==> config.mk <==
export PLATFORM = sky130hd
export DESIGN_NAME = wildcard_glob_matcher_flat
export DESIGN_NICKNAME = d
export VERILOG_FILES = /design/src/sv/wgm_pkg.sv /design/src/sv/wgm_in_if.sv /design/src/sv/wgm_out_if.sv /design/src/sv/wildcard_glob_matcher.sv /design/src/sv/wgm_ram.sv /design/src/sv/wgm_eval.sv /design/src/flat_wrapper.sv
export SDC_FILE = /design/constraint.sdc
export NUM_CORES = 2
export LEC_CHECK = 0
export BUFFER_PORTS_ARGS = -buffer_cell sky130_fd_sc_hd__buf_2
export CAP_MARGIN = 20
export CORE_ASPECT_RATIO = 1.5
export CORE_MARGIN = 2
export CORE_UTILIZATION = 26
export DETAILED_ROUTE_END_ITERATION = 12
export GPL_TIMING_DRIVEN = 0
export PLACE_DENSITY = 0.49
export REMOVE_ABC_BUFFERS = 1
export SLEW_MARGIN = 0
export SYNTH_ARGS = -nofsm -noshare
export SYNTH_HDL_FRONTEND = slang
export SYNTH_SLANG_ARGS = --single-unit
==> constraint.sdc <==
create_clock -name clk -period 5.1 [get_ports clk]
set_input_delay 0.51 -clock clk [delete_from_list [all_inputs] [get_ports clk]]
set_output_delay 0.51 -clock clk [all_outputs]
set_load 0.1 [all_outputs]
==> src/sv/wgm_pkg.sv <==
// ----------------------------------------------------------------------------
// wgm_pkg: shared types and constants for the wildcard glob matcher
// Buffer sizes, byte codes, operation codes, channel payloads and the
// evaluation sequencer state type.
// ----------------------------------------------------------------------------
`default_nettype none

package wgm_pkg;

    // Buffer sizes
    localparam int unsigned MAX_PATTERN_BYTES = 256;
    localparam int unsigned MAX_SUBJECT_BYTES = 256;

    // Address and count widths (counts must hold the buffer size itself)
    localparam int unsigned PAT_AW  = $clog2(MAX_PATTERN_BYTES);
    localparam int unsigned PAT_CW  = $clog2(MAX_PATTERN_BYTES + 1);
    localparam int unsigned SUBJ_AW = $clog2(MAX_SUBJECT_BYTES);
    localparam int unsigned SUBJ_CW = $clog2(MAX_SUBJECT_BYTES + 1);

    localparam logic [PAT_CW-1:0]  PAT_FULL  = PAT_CW'(MAX_PATTERN_BYTES);
    localparam logic [SUBJ_CW-1:0] SUBJ_FULL = SUBJ_CW'(MAX_SUBJECT_BYTES);

    // Wildcard bytes
    localparam logic [7:0] STAR_BYTE  = 8'h2A;
    localparam logic [7:0] QMARK_BYTE = 8'h3F;

    // Operation codes
    localparam logic [1:0] OP_PAT  = 2'd0;
    localparam logic [1:0] OP_SUBJ = 2'd1;
    localparam logic [1:0] OP_EVAL = 2'd2;

    // Channel payloads
    typedef struct packed {
        logic [1:0] op;
        logic [7:0] byte_value;
    } in_item_t;

    typedef struct packed {
        logic matched;
        logic overflowed;
    } out_item_t;

    // Top level to sequencer
    typedef struct packed {
        logic               start;
        logic [PAT_CW-1:0]  pat_len;
        logic [SUBJ_CW-1:0] subj_len;
    } eval_cmd_t;

    // Sequencer to top level
    typedef struct packed {
        logic busy;
        logic done;
        logic matched;
    } eval_stat_t;

    // Evaluation sequencer states: each FETCH state reads both buffers,
    // the following EXEC state acts on the registered read data
    typedef enum logic [3:0] {
        ST_IDLE,
        ST_FETCH_MAIN,
        ST_EXEC_MAIN,
        ST_FETCH_STAR,
        ST_EXEC_STAR,
        ST_FETCH_SCAN,
        ST_EXEC_SCAN,
        ST_FETCH_TAIL,
        ST_EXEC_TAIL
    } eval_state_t;

endpackage

`default_nettype wire

==> src/sv/wgm_in_if.sv <==
// ----------------------------------------------------------------------------
// wgm_in_if: input channel of the glob matcher
// Valid/ready channel that carries one operation and its byte.
// ----------------------------------------------------------------------------
`default_nettype none

interface wgm_in_if;

    logic              valid;
    logic              ready;
    wgm_pkg::in_item_t data;

    modport source (output valid, output data, input ready);
    modport sink   (input valid, input data, output ready);

endinterface

`default_nettype wire

==> src/sv/wgm_out_if.sv <==
// ----------------------------------------------------------------------------
// wgm_out_if: result channel of the glob matcher
// Valid/ready channel that carries the match and overflow flags.
// ----------------------------------------------------------------------------
`default_nettype none

interface wgm_out_if;

    logic               valid;
    logic               ready;
    wgm_pkg::out_item_t data;

    modport source (output valid, output data, input ready);
    modport sink   (input valid, input data, output ready);

endinterface

`default_nettype wire

==> src/sv/wildcard_glob_matcher.sv <==
// ----------------------------------------------------------------------------
// wildcard_glob_matcher: star and question-mark glob matcher
// Loads pattern and subject bytes into two buffers and, on evaluate, reports
// whether the whole subject matches the whole pattern.
// ----------------------------------------------------------------------------
// Append transactions (op 0 pattern byte, op 1 subject byte) are accepted
// back to back while no evaluation runs; a byte beyond the 256-byte buffer is
// dropped and flags overflow. An evaluate transaction (op 2) returns one
// result and empties both buffers. Evaluation walks the buffers through their
// single registered read ports; each step has a fetch state, which reads the
// pattern and subject byte, and an exec state, which compares them and moves
// the indexes. Each backtrack to the last star restarts the walk, so the worst
// case grows with pattern length times subject length. The input is not
// ready during evaluation, and an evaluate waits while a previous result has
// not been taken. Op 3 is accepted and ignored.
// ----------------------------------------------------------------------------
`default_nettype none

module wildcard_glob_matcher (
    input  wire logic  clk,
    input  wire logic  rst_n,
    wgm_in_if.sink     req,
    wgm_out_if.source  rsp
);

    logic [wgm_pkg::PAT_CW-1:0]  pat_count_reg, pat_count_next;
    logic [wgm_pkg::SUBJ_CW-1:0] subj_count_reg, subj_count_next;
    logic                        ovf_reg, ovf_next;
    logic                        ovf_hold_reg, ovf_hold_next;
    logic                        res_valid_reg, res_valid_next;
    wgm_pkg::out_item_t          res_reg, res_next;

    logic                        accept;
    logic                        pat_we, subj_we;
    logic                        eval_go;
    wgm_pkg::eval_cmd_t          cmd;
    wgm_pkg::eval_stat_t         stat;
    logic [wgm_pkg::PAT_AW-1:0]  pat_raddr;
    logic [wgm_pkg::SUBJ_AW-1:0] subj_raddr;
    logic [7:0]                  pat_rdata, subj_rdata;

    // Accept appends while idle; hold an evaluate until the result slot is free
    assign req.ready = !stat.busy && (!res_valid_reg || (req.data.op != wgm_pkg::OP_EVAL));
    assign accept    = req.valid && req.ready;

    // Decode the accepted transaction
    always_comb
    begin
        pat_we          = 1'b0;
        subj_we         = 1'b0;
        eval_go         = 1'b0;
        pat_count_next  = pat_count_reg;
        subj_count_next = subj_count_reg;
        ovf_next        = ovf_reg;
        ovf_hold_next   = ovf_hold_reg;
        if (accept)
        begin
            unique case (req.data.op)
                wgm_pkg::OP_PAT:
                begin
                    if (pat_count_reg < wgm_pkg::PAT_FULL)
                    begin
                        pat_we         = 1'b1;
                        pat_count_next = pat_count_reg + 1'b1;
                    end
                    else
                    begin
                        ovf_next = 1'b1;
                    end
                end
                wgm_pkg::OP_SUBJ:
                begin
                    if (subj_count_reg < wgm_pkg::SUBJ_FULL)
                    begin
                        subj_we         = 1'b1;
                        subj_count_next = subj_count_reg + 1'b1;
                    end
                    else
                    begin
                        ovf_next = 1'b1;
                    end
                end
                wgm_pkg::OP_EVAL:
                begin
                    eval_go         = 1'b1;
                    ovf_hold_next   = ovf_reg;
                    pat_count_next  = '0;
                    subj_count_next = '0;
                    ovf_next        = 1'b0;
                end
                default:
                begin
                end
            endcase
        end
    end

    assign cmd.start    = eval_go;
    assign cmd.pat_len  = pat_count_reg;
    assign cmd.subj_len = subj_count_reg;

    // Result slot: load on finish, drop when taken
    always_comb
    begin
        res_valid_next = res_valid_reg;
        res_next       = res_reg;
        if (rsp.valid && rsp.ready)
        begin
            res_valid_next = 1'b0;
        end
        if (stat.done)
        begin
            res_valid_next      = 1'b1;
            res_next.matched    = stat.matched;
            res_next.overflowed = ovf_hold_reg;
        end
    end

    assign rsp.valid = res_valid_reg;
    assign rsp.data  = res_reg;

    // Control registers
    always_ff @(posedge clk or negedge rst_n)
    begin
        if (!rst_n)
        begin
            pat_count_reg  <= '0;
            subj_count_reg <= '0;
            ovf_reg        <= 1'b0;
            res_valid_reg  <= 1'b0;
        end
        else
        begin
            pat_count_reg  <= pat_count_next;
            subj_count_reg <= subj_count_next;
            ovf_reg        <= ovf_next;
            res_valid_reg  <= res_valid_next;
        end
    end

    // Payload registers
    always_ff @(posedge clk)
    begin
        ovf_hold_reg <= ovf_hold_next;
        res_reg      <= res_next;
    end

    wgm_ram #(
        .WIDTH (8),
        .DEPTH (wgm_pkg::MAX_PATTERN_BYTES)
    ) u_pat_ram (
        .clk   (clk),
        .we    (pat_we),
        .waddr (pat_count_reg[wgm_pkg::PAT_AW-1:0]),
        .wdata (req.data.byte_value),
        .raddr (pat_raddr),
        .rdata (pat_rdata)
    );

    wgm_ram #(
        .WIDTH (8),
        .DEPTH (wgm_pkg::MAX_SUBJECT_BYTES)
    ) u_subj_ram (
        .clk   (clk),
        .we    (subj_we),
        .waddr (subj_count_reg[wgm_pkg::SUBJ_AW-1:0]),
        .wdata (req.data.byte_value),
        .raddr (subj_raddr),
        .rdata (subj_rdata)
    );

    wgm_eval u_eval (
        .clk       (clk),
        .rst_n     (rst_n),
        .cmd       (cmd),
        .stat      (stat),
        .pat_addr  (pat_raddr),
        .subj_addr (subj_raddr),
        .pat_data  (pat_rdata),
        .subj_data (subj_rdata)
    );

endmodule

`default_nettype wire

==> src/sv/wgm_ram.sv <==
// ----------------------------------------------------------------------------
// wgm_ram: generic simple dual-port RAM
// One write port, one read port, read data registered.
// ----------------------------------------------------------------------------
`default_nettype none

module wgm_ram #(
    parameter int unsigned WIDTH = 8,
    parameter int unsigned DEPTH = 256
) (
    input  wire logic                     clk,
    input  wire logic                     we,
    input  wire logic [$clog2(DEPTH)-1:0] waddr,
    input  wire logic [WIDTH-1:0]         wdata,
    input  wire logic [$clog2(DEPTH)-1:0] raddr,
    output logic      [WIDTH-1:0]         rdata
);

    logic [WIDTH-1:0] mem [DEPTH];

    // Write and registered read
    always_ff @(posedge clk)
    begin
        if (we)
        begin
            mem[waddr] <= wdata;
        end
        rdata <= mem[raddr];
    end

endmodule

`default_nettype wire

==> src/sv/wgm_eval.sv <==
// ----------------------------------------------------------------------------
// wgm_eval: glob evaluation sequencer
// Walks the pattern and subject buffers with one byte compare unit, keeping
// a single restore point at the most recent star.
// ----------------------------------------------------------------------------
`default_nettype none

module wgm_eval (
    input  wire logic                        clk,
    input  wire logic                        rst_n,
    input  wire wgm_pkg::eval_cmd_t          cmd,
    output wgm_pkg::eval_stat_t              stat,
    output logic [wgm_pkg::PAT_AW-1:0]       pat_addr,
    output logic [wgm_pkg::SUBJ_AW-1:0]      subj_addr,
    input  wire logic [7:0]                  pat_data,
    input  wire logic [7:0]                  subj_data
);

    wgm_pkg::eval_state_t state_reg, state_next;

    logic                         have_reg, have_next;
    logic [wgm_pkg::PAT_CW-1:0]   pe_reg, pe_next;
    logic [wgm_pkg::SUBJ_CW-1:0]  se_reg, se_next;
    logic [wgm_pkg::PAT_CW-1:0]   pi_reg, pi_next;
    logic [wgm_pkg::SUBJ_CW-1:0]  si_reg, si_next;
    logic [wgm_pkg::PAT_CW-1:0]   rp_reg, rp_next;
    logic [wgm_pkg::SUBJ_CW-1:0]  rs_reg, rs_next;

    logic                         p_live, s_live;
    logic                         is_star, is_qmark, bytes_eq;
    logic [wgm_pkg::PAT_CW-1:0]   pi_inc;
    logic [wgm_pkg::SUBJ_CW-1:0]  si_inc;
    logic [wgm_pkg::SUBJ_CW-1:0]  rs_inc;
    logic                         main_star, main_adv, main_hit, main_cont, main_miss;
    logic                         scan_step, tail_step;
    logic                         finish, verdict;

    // Shared compare unit and step decisions
    always_comb
    begin
        p_live    = pi_reg < pe_reg;
        s_live    = si_reg < se_reg;
        is_star   = pat_data == wgm_pkg::STAR_BYTE;
        is_qmark  = pat_data == wgm_pkg::QMARK_BYTE;
        bytes_eq  = pat_data == subj_data;
        pi_inc    = pi_reg + 1'b1;
        si_inc    = si_reg + 1'b1;
        rs_inc    = rs_reg + 1'b1;
        main_star = s_live && p_live && is_star;
        main_adv  = s_live && p_live && !is_star && (bytes_eq || is_qmark);
        main_hit  = main_adv && (pi_inc == pe_reg) && (si_inc == se_reg);
        main_cont = main_adv && (pi_inc != pe_reg);
        main_miss = s_live && !main_star && !main_cont && !main_hit;
        scan_step = s_live && !bytes_eq;
        tail_step = p_live && is_star;
    end

    // Next state
    always_comb
    begin
        state_next = state_reg;
        unique case (state_reg)
            wgm_pkg::ST_IDLE:
            begin
                if (cmd.start)
                begin
                    state_next = wgm_pkg::ST_FETCH_MAIN;
                end
            end
            wgm_pkg::ST_FETCH_MAIN: state_next = wgm_pkg::ST_EXEC_MAIN;
            wgm_pkg::ST_EXEC_MAIN:
            begin
                if (!s_live)
                begin
                    state_next = wgm_pkg::ST_FETCH_TAIL;
                end
                else if (main_star)
                begin
                    state_next = wgm_pkg::ST_FETCH_STAR;
                end
                else if (main_hit || (main_miss && !have_reg))
                begin
                    state_next = wgm_pkg::ST_IDLE;
                end
                else
                begin
                    state_next = wgm_pkg::ST_FETCH_MAIN;
                end
            end
            wgm_pkg::ST_FETCH_STAR: state_next = wgm_pkg::ST_EXEC_STAR;
            wgm_pkg::ST_EXEC_STAR:
            begin
                if (!p_live)
                begin
                    state_next = wgm_pkg::ST_IDLE;
                end
                else if (is_star)
                begin
                    state_next = wgm_pkg::ST_FETCH_STAR;
                end
                else if (is_qmark)
                begin
                    state_next = wgm_pkg::ST_FETCH_MAIN;
                end
                else
                begin
                    state_next = wgm_pkg::ST_FETCH_SCAN;
                end
            end
            wgm_pkg::ST_FETCH_SCAN: state_next = wgm_pkg::ST_EXEC_SCAN;
            wgm_pkg::ST_EXEC_SCAN:
            begin
                if (scan_step)
                begin
                    state_next = wgm_pkg::ST_FETCH_SCAN;
                end
                else
                begin
                    state_next = wgm_pkg::ST_FETCH_MAIN;
                end
            end
            wgm_pkg::ST_FETCH_TAIL: state_next = wgm_pkg::ST_EXEC_TAIL;
            wgm_pkg::ST_EXEC_TAIL:
            begin
                if (tail_step)
                begin
                    state_next = wgm_pkg::ST_FETCH_TAIL;
                end
                else
                begin
                    state_next = wgm_pkg::ST_IDLE;
                end
            end
            default: state_next = wgm_pkg::ST_IDLE;
        endcase
    end

    // Index updates, restore point and result
    always_comb
    begin
        have_next = have_reg;
        pe_next   = pe_reg;
        se_next   = se_reg;
        pi_next   = pi_reg;
        si_next   = si_reg;
        rp_next   = rp_reg;
        rs_next   = rs_reg;
        finish    = 1'b0;
        verdict   = 1'b0;
        unique case (state_reg)
            wgm_pkg::ST_IDLE:
            begin
                if (cmd.start)
                begin
                    pe_next   = cmd.pat_len;
                    se_next   = cmd.subj_len;
                    pi_next   = '0;
                    si_next   = '0;
                    rp_next   = '0;
                    rs_next   = '0;
                    have_next = 1'b0;
                end
            end
            wgm_pkg::ST_EXEC_MAIN:
            begin
                if (main_star)
                begin
                    pi_next = pi_inc;
                end
                else if (main_hit)
                begin
                    finish  = 1'b1;
                    verdict = 1'b1;
                end
                else if (main_cont)
                begin
                    pi_next = pi_inc;
                    si_next = si_inc;
                end
                else if (main_miss)
                begin
                    // Fall back to the restore point one subject byte further on
                    if (have_reg)
                    begin
                        pi_next = rp_reg;
                        rs_next = rs_inc;
                        si_next = rs_inc;
                    end
                    else
                    begin
                        finish = 1'b1;
                    end
                end
            end
            wgm_pkg::ST_EXEC_STAR:
            begin
                if (!p_live)
                begin
                    // Trailing star swallows the rest of the subject
                    finish  = 1'b1;
                    verdict = 1'b1;
                end
                else if (is_star)
                begin
                    pi_next = pi_inc;
                end
                else if (is_qmark)
                begin
                    have_next = 1'b1;
                    rp_next   = pi_reg;
                    rs_next   = si_reg;
                end
            end
            wgm_pkg::ST_EXEC_SCAN:
            begin
                // Skip ahead to the next copy of the literal after the star
                if (scan_step)
                begin
                    si_next = si_inc;
                end
                else
                begin
                    have_next = 1'b1;
                    rp_next   = pi_reg;
                    rs_next   = si_reg;
                end
            end
            wgm_pkg::ST_EXEC_TAIL:
            begin
                if (tail_step)
                begin
                    pi_next = pi_inc;
                end
                else
                begin
                    finish  = 1'b1;
                    verdict = !p_live;
                end
            end
            wgm_pkg::ST_FETCH_MAIN,
            wgm_pkg::ST_FETCH_STAR,
            wgm_pkg::ST_FETCH_SCAN,
            wgm_pkg::ST_FETCH_TAIL:
            begin
            end
            default:
            begin
            end
        endcase
    end

    // Control registers
    always_ff @(posedge clk or negedge rst_n)
    begin
        if (!rst_n)
        begin
            state_reg <= wgm_pkg::ST_IDLE;
            have_reg  <= 1'b0;
        end
        else
        begin
            state_reg <= state_next;
            have_reg  <= have_next;
        end
    end

    // Index registers
    always_ff @(posedge clk)
    begin
        pe_reg <= pe_next;
        se_reg <= se_next;
        pi_reg <= pi_next;
        si_reg <= si_next;
        rp_reg <= rp_next;
        rs_reg <= rs_next;
    end

    // Buffer read addresses and status
    assign pat_addr     = pi_reg[wgm_pkg::PAT_AW-1:0];
    assign subj_addr    = si_reg[wgm_pkg::SUBJ_AW-1:0];
    assign stat.busy    = state_reg != wgm_pkg::ST_IDLE;
    assign stat.done    = finish;
    assign stat.matched = verdict;

endmodule

`default_nettype wire

==> src/flat_wrapper.sv <==
// flat-port wrapper written by rule: the top's interface ports become plain ports
module wildcard_glob_matcher_flat 
  (clk, rst_n, req_valid, req_data, req_ready, rsp_valid, rsp_data, rsp_ready);
  wgm_in_if req_i ();
  wgm_out_if rsp_i ();
  input  wire logic clk;
  input  wire logic rst_n;
  input wire logic [$bits(req_i.valid)-1:0] req_valid;
  input wire logic [$bits(req_i.data)-1:0] req_data;
  output wire logic [$bits(req_i.ready)-1:0] req_ready;
  output wire logic [$bits(rsp_i.valid)-1:0] rsp_valid;
  output wire logic [$bits(rsp_i.data)-1:0] rsp_data;
  input wire logic [$bits(rsp_i.ready)-1:0] rsp_ready;
  assign req_i.valid = req_valid;
  assign req_i.data = req_data;
  assign req_ready = req_i.ready;
  assign rsp_valid = rsp_i.valid;
  assign rsp_data = rsp_i.data;
  assign rsp_i.ready = rsp_ready;
  wildcard_glob_matcher u_core (.clk(clk), .rst_n(rst_n), .req(req_i), .rsp(rsp_i));
endmodule
# Word level (Yosys, flattened, before mapping)
# Memories as Yosys holds them, arrays and structs flattened. A register that Yosys moved wholly into a read port is not among the register bits.
# Index checks and enable logic that the tools add are counted.
[op_classes] n_eq_ne=39 n_mux=79 magnitude_cmp=4 addsub=5 reduce_logical=48
[op_table] operator="two-way mux 9 bit" n=28
[op_table] operator="one-hot mux 9 bit (4 select lines)" n=2
[op_table] operator="one-hot mux 9 bit (3 select lines)" n=2
[op_table] operator="adder 9 x 1 -> 9 bit, second input constant" n=5
[op_table] operator="one-hot mux 4 bit (9 select lines)" n=1
[op_table] operator="one-hot mux 9 bit (2 select lines)" n=2
[op_table] operator="two-way mux 1 bit" n=32
[op_table] operator="inequality test 2 bit, second input constant" n=15
[op_table] operator="== test 9 bit" n=2
[op_table] operator="less-than comparator 9 bit" n=2
[op_table] operator="less-than comparator 9 bit, second input constant" n=2
[op_table] operator="two-way mux 3 bit" n=6
[op_table] operator="== test 4 x 3 -> 1 bit, second input constant" n=4
[op_table] operator="== test 8 x 6 -> 1 bit, second input constant" n=2
[op_table] operator="logical AND 1 bit" n=16
[op_table] operator="one-hot mux 1 bit (3 select lines)" n=4
[op_table] operator="nonzero test 4 bit" n=3
[op_table] operator="AND reduction 11 bit" n=1
[op_table] operator="zero test 1 bit" n=9
[op_table] operator="inequality test 3 bit, second input constant" n=3
[op_table] operator="inequality test 9 bit" n=1
[op_table] operator="nonzero test 3 bit" n=3
[op_table] operator="== test 4 x 2 -> 1 bit, second input constant" n=2
[op_table] operator="== test 8 bit" n=1
[op_table] operator="other kinds (18)" n=27
[word_totals] regBits=82 mem_bits_rw=4096 memories=2 output_inout_bits=4 in_bits=14 word_cells=192
[memory_table] memory="u_core.u_pat_ram.mem" depth=256 width=8 read_ports=1 rd_clocked_by_memory_dff=1 write_ports=1 line="wgm_ram.sv:19" text="logic [WIDTH-1:0] mem [DEPTH];"
[memory_table] memory="u_core.u_subj_ram.mem" depth=256 width=8 read_ports=1 rd_clocked_by_memory_dff=1 write_ports=1 line="wgm_ram.sv:19"

# Longest topological paths before layout
[depth] word_depth=14 depth_mapped=17 ltp_nobuf=10

# Hierarchy
# A second synthesis with hierarchy kept.
[unflattened] cells_unflattened=7979 hier_area_um2=164291.3
[modules_own_cells] mod="wgm_ram" n_inst=2 area_per_inst_um2=79556.3 cells_each=3733
[modules_own_cells] mod="wgm_eval" n_inst=1 area_per_inst_um2=4020.1 cells_each=392
[modules_own_cells] mod="wildcard_glob_matcher" n_inst=1 area_per_inst_um2=1158.6 cells_each=121

# Worst setup path before layout
# OpenSTA, ideal clock, no wires.
[synth_timing] path_kind="register to register" startpoint="reg u_core.u_eval.pi_reg[0] in the netlist's numbering" endpoint="reg u_core.u_eval.rs_reg[0] in the netlist's numbering (enable)" setup_ps=378 required_ps=4722 path_stages_with_launch=14 n_path_buf=5 arrival_time_ps=3466 path_slack_ps=1256 path_cell_list="edfxtp_1 > buf_4 > buf_4 > buf_4 > buf_4 > buf_4 > inv_1 > ha_1 > a311o_1 > a2111o_1 > nor4_4 > a211o_1 > nand3_1 > a21oi_1"
[synth_between] elab_chain_cells=10 elab_cells_between_ends=23
[synth_lines] element="start: declaration" line="wgm_eval.sv:24" text="logic [wgm_pkg::PAT_CW-1:0] pi_reg, pi_next;"
[synth_lines] element="start signal: assignment" line="wgm_eval.sv:272" text="pi_reg <= pi_next;"
[synth_lines] element="branches (longest 9 deep; another with adder 9 x 1 -> 9 bit)"
[synth_lines] element="AND reduction 11 bit (no source line) (*)"
[synth_lines] element="end signal: assignment" line="wgm_eval.sv:275" text="rs_reg <= rs_next;"
[synth_lines] element="end: declaration" line="wgm_eval.sv:27" text="logic [wgm_pkg::SUBJ_CW-1:0] rs_reg, rs_next;"
# Every way passes the cells marked *.
# A chain may end at the register's enable or synchronous reset.

# Final worst setup path
[layout_timing] startpoint="reg u_core.u_eval.state_reg[0]" endpoint="mem u_core.u_pat_ram.mem[18][0] (enable)"
[layout_between] elab_chain_cells=7
[layout_lines] element="start: declaration" line="wgm_eval.sv:19" text="wgm_pkg::eval_state_t state_reg, state_next;"
[layout_lines] element="start signal: assignment" line="wgm_eval.sv:257" text="state_reg <= wgm_pkg::ST_IDLE;"
[layout_lines] element="start signal: assignment" line="wgm_eval.sv:262" text="state_reg <= state_next;"
[layout_lines] element="nonzero test 4 bit" line="wgm_eval.sv:281" text="assign stat.busy = state_reg != wgm_pkg::ST_IDLE;"
[layout_lines] element="zero test 1 bit" line="wildcard_glob_matcher.sv:43" text="assign req.ready = !stat.busy && (!res_valid_reg || (req.data.op != wgm_pkg::OP_EVAL));"
[layout_lines] element="logical AND 1 bit" line="wildcard_glob_matcher.sv:43"
[layout_lines] element="logical AND 1 bit" line="wildcard_glob_matcher.sv:44" text="assign accept = req.valid && req.ready;"
[layout_lines] element="two-way mux 1 bit" line="wildcard_glob_matcher.sv:56" text="if (accept)"
[layout_lines] element="two-way mux 1 bit" line="wgm_ram.sv:24" text="if (we)"
[layout_lines] element="two-way mux 1 bit (not written as such)" line="wgm_ram.sv:26" text="mem[waddr] <= wdata;"
[layout_lines] element="end: declaration" line="wgm_ram.sv:19"
# Every way passes these cells.

==> Flow_metrics.wiki <==
{| class="wikitable"
! Metric !! Value
|-
| Outcome || finished, final reports clean
|-
| Critical path class || reg2reg
|-
| First DRT Iteration DRCs || slightly above 7000
|-
| GRT overflow || 0
|-
| Antenna viol nets, final || 0
|-
| Floorplan die area || between 600000 and 700000 µm²
|-
| Number of antenna violations at the first check in global routing || 14
|-
| Clock Latency Late Sink || between 0.9 and 1 ns
|-
| Clock transition time at the flip-flop clock pins of the worst setup and hold paths || about 0.060 ns
|-
| Half-perimeter wire length of the detailed placement result || approximately 300000 µm
|-
| Number of failing hold endpoints at the final stage || 0
|-
| Critical Path Source || u_core.u_eval.state_reg[0]
|-
| TritonCTS clock tree || built
|-
| Switching share of power || between 20 and 30%
|-
| Placeable core area || about 630000 µm²
|-
| P per Cell Area || 487.7 nW/µm²
|-
| Ratio of routed vias to standard cells || about 4.7
|-
| Hold Slack || around 0.014 ns
|-
| Standard-cell rows || 358
|-
| Start of the worst register-to-register path || u_core.u_eval.state_reg[0]
|-
| Pleak || ~0.06 µW
|-
| Wire length reported by the detailed router || around 450000 µm
|-
| Average wire per cell in the routed design || between 20 and 30 µm
|-
| Combined flip-flop and latch cell area || around 130000 µm²
|-
| First-pass detailed-route iteration total || 6
|-
| Seq cells post-synth || about 4200
|-
| Overall die width || 653.7 µm
|-
| Reg2Reg Capture Point || u_core.u_pat_ram.mem[18][0]
|-
| Worst clock skew on the final layout || just under 0.04 ns
|-
| CP required || ~5.7 ns
|-
| Clock Sinks || approximately 4200
|-
| Final total power || around 95000 µW
|-
| Growth of design area from synthesis to finish || 18.44%
|-
| Registers with the highest flip-flop counts || u_core.u_pat_ram.mem (2048), u_core.u_subj_ram.mem (2048)
|-
| TritonCTS Buffers || roughly 410
|-
| Detailed-route DRC error count || 0
|-
| Number of synthesized flops with an enable pin || approximately 4200
|-
| Ports placed on the boundary || 18
|-
| Internal power contribution || between 60000 and 70000 µW
|-
| Global placer's final weighted congestion || approximately 0.78
|-
| Endpoint kind of the worst setup timing path || flop
|-
| Minimum setup slack after placement || -0.2821 ns
|-
| Setup violations, final || 0
|-
| Initial Utilization || between 20% and 30%
|-
| Cells on worst reg2reg path || 6
|-
| Pin count of the biggest net entering global routing || about 150
|-
| Routed via count || around 79000
|-
| Placed Instance Area || 181200 µm²
|-
| Port-buffer cells || 17
|-
| Cell area after technology mapping || 164600 µm²
|-
| Max-cap violation count || 0
|-
| Global-route wire length before repair || 641600 µm
|-
| Most instantiated library cell after synthesis || edfxtp_1
|-
| Share of synthesized flip-flops with an asynchronous set or reset || less than 1%
|-
| Number of global-route vias before repair || 84323
|-
| Final Worst Setup Slack || roughly 0.0013 ns
|-
| Aggregate global-route resource usage || about 14%
|-
| H-Tree Depth || 5
|-
| Type of origin of the critical path || flop
|-
| Layout net count || about 8000
|-
| RSZ-0062 raised after global routing || yes
|-
| Share of the synthesized area in the top cell type || 75.76%
|-
| Worst ir drop on vdd || slightly below 0.3 mV
|-
| Post-route cell area || between 150000 and 200000 µm²
|-
| Final Slew Violations || 0
|-
| Clock root buffer || clkbuf_16
|-
| Max Freq || slightly below 200 MHz
|-
| Number of instances in the synthesized netlist || between 7000 and 8000
|-
| Final period util || 99.97%
|-
| Slew of the pin with the lowest slew margin || about 1.1 ns
|-
| Part of the power in combinational logic || between 20% and 30%
|-
| Largest area contributor in the synthesized netlist || edfxtp_1
|-
| Number of filler instances in the final layout || between 60000 and 70000
|-
| Worst hold path class || in2reg
|-
| Most used flip-flop cell after synthesis || edfxtp_1
|-
| Setup slack on the worst flop-to-flop path || roughly 0.0013 ns
|-
| Sw Pwr || 27620 µW
|-
| TNS Setup || 0 ns
|-
| Minimum clock period after layout || 5.099 ns
|-
| Critical Path AT || 5.69 ns
|-
| Vertical die dimension || approximately 980 µm
|-
| Yosys warning total || 0
|-
| Relative contribution of sequential cells to total power || about two fifths
|-
| Sequential element share of the synthesized area || roughly three quarters
|-
| Peak fanout along the critical path || 18
|-
| Worst relative slew slack || 23.90%
|-
| Top cell types by occurrence after synthesis || edfxtp_1, mux4_2, nor2_1
|-
| Multi-input gate area in the final layout || between 30000 and 40000 µm²
|-
| Share of post-route cells with drive strength above 1 || between 20% and 30%
|-
| Clock power frac || between 30% and 40%
|-
| Timing endpoint of the critical path || u_core.u_pat_ram.mem[18][0]
|-
| Bufs on Longest Clock Path || 4
|-
| Post-synth cell types || 87
|-
| Biggest area contributors in the synthesized netlist || edfxtp_1, mux4_2, mux2i_1
|-
| Post-synthesis area per instance || between 20 and 25 µm²
|}
## how the worst min path moves through the flow
stage                        startpoint                           end  slack (ns)  cells past startpoint
global placement    u_core.ovf_hold_reg            u_core.rsp.data[0]        0.41                      0
finish                      req_data[4]  u_core.u_subj_ram.mem[44][4]        0.01                      1
CTS                         req_data[2]  u_core.u_subj_ram.mem[30][2]       0.005                      1
detailed placement  u_core.ovf_hold_reg            u_core.rsp.data[0]        0.43                      0
floorplan                         rst_n                u_core.ovf_reg        0.21                      0
global route                req_data[4]  u_core.u_subj_ram.mem[45][4]        0.03                      1
## metrics by stage
| step | utilization (%) | cells |
|---|---|---|
| finish | 30.85 | 16985 |
| global route | 30.85 | 16983 |
| CTS | 30.82 | 16981 |
| detailed placement | 28.66 | 16216 |
| global placement | 27.34 | 15897 |
| floorplan | - | 7420 |
## logic make-up (layout without fill, tap and decap cells)
logic type	Yosys count	count (layout)	synth area share (%)
buffers and inverters	513	1142	1.588
xor gates and xnor gates	50	50	0.2660
other	0	3	0
AOI/OAI and AO/OA	612	612	2.543
adders and majority gates	29	29	0.2204
and+or+nand+nor	1085	1085	2.834
muxes	1410	1410	16.21
DFF	4194	4194	76.34
## layer usage
| metal | up-vias | GRT usage (%) | part of all wire (%) |
|---|---|---|---|
| met5 | - | 0 | 0.013 |
| met4 | 10 | 5.136 | 4.3 |
| met3 | 645 | 1.757 | 4.5 |
| met2 | 2225 | 25.67 | 53 |
| met1 | 43113 | 16.17 | 38 |
| li1 | 33383 | - | - |
## power by group through the flow
| stage | clock network, µW | logic, µW | registers (µW) |
|---|---|---|---|
| 2_1_floorplan | 0 | 11300 | 40700 |
| 3_3_place_gp | 0 | 15500 | 41800 |
| 3_5_place_dp | 0 | 26000 | 39500 |
| 4_1_cts | 31400 | 26100 | 38700 |
| 5_1_grt | 32600 | 26700 | 38700 |
| 6_report | 30800 | 25600 | 38700 |
## critical path: stages, from the launching register on
cell	delay [ns]
dfrtp_1	0.60
nor4_1	0.61
nand3_1	0.21
or3_1	0.53
nor3_1	0.84
nand2_1	0.94
nor2_1	0.93
## final cells by class
class	count	area share [%]
Inverter	40	0.08215
Multi-Input combinational cell	3186	18.84
Timing Repair Buffer	349	4.270
Clock inverter	254	1.408
Sequential cell	4194	64.45
Clock buffer	499	5.519
Tap cell	8460	5.429
Antenna cell	3	0.003851
## cell usage in the layout, fill, tap and decap left out, drive strengths merged, types with 30 or more instances in the layout
| master | count |
|---|---|
| edfxtp | 4153 |
| mux4 | 1000 |
| nor2 | 636 |
| clkbuf | 499 |
| mux2i | 358 |
| buf | 339 |
| nand2 | 188 |
| clkinv | 174 |
| a21oi | 129 |
| o21ai | 119 |
| nor3 | 59 |
| nand3 | 59 |
| bufinv | 53 |
| mux2 | 52 |
| inv | 52 |
| o22ai | 47 |
| a221oi | 46 |
| a22oi | 37 |
| xnor2 | 35 |
| o221ai | 33 |
| a211oi | 32 |
| a221o | 30 |
| nor2b | 30 |
## repair_timing
action / in CTS / in global routing
endpoints found under the setup margin: 508 / 1331
pin swaps: 2 / 0
hold endpoints to repair: 231 / 0
resized for setup: 13 / 49
setup buffers: 3 / 0
hold buffers: 10 / 0
Power figures use the tool's default switching activity.
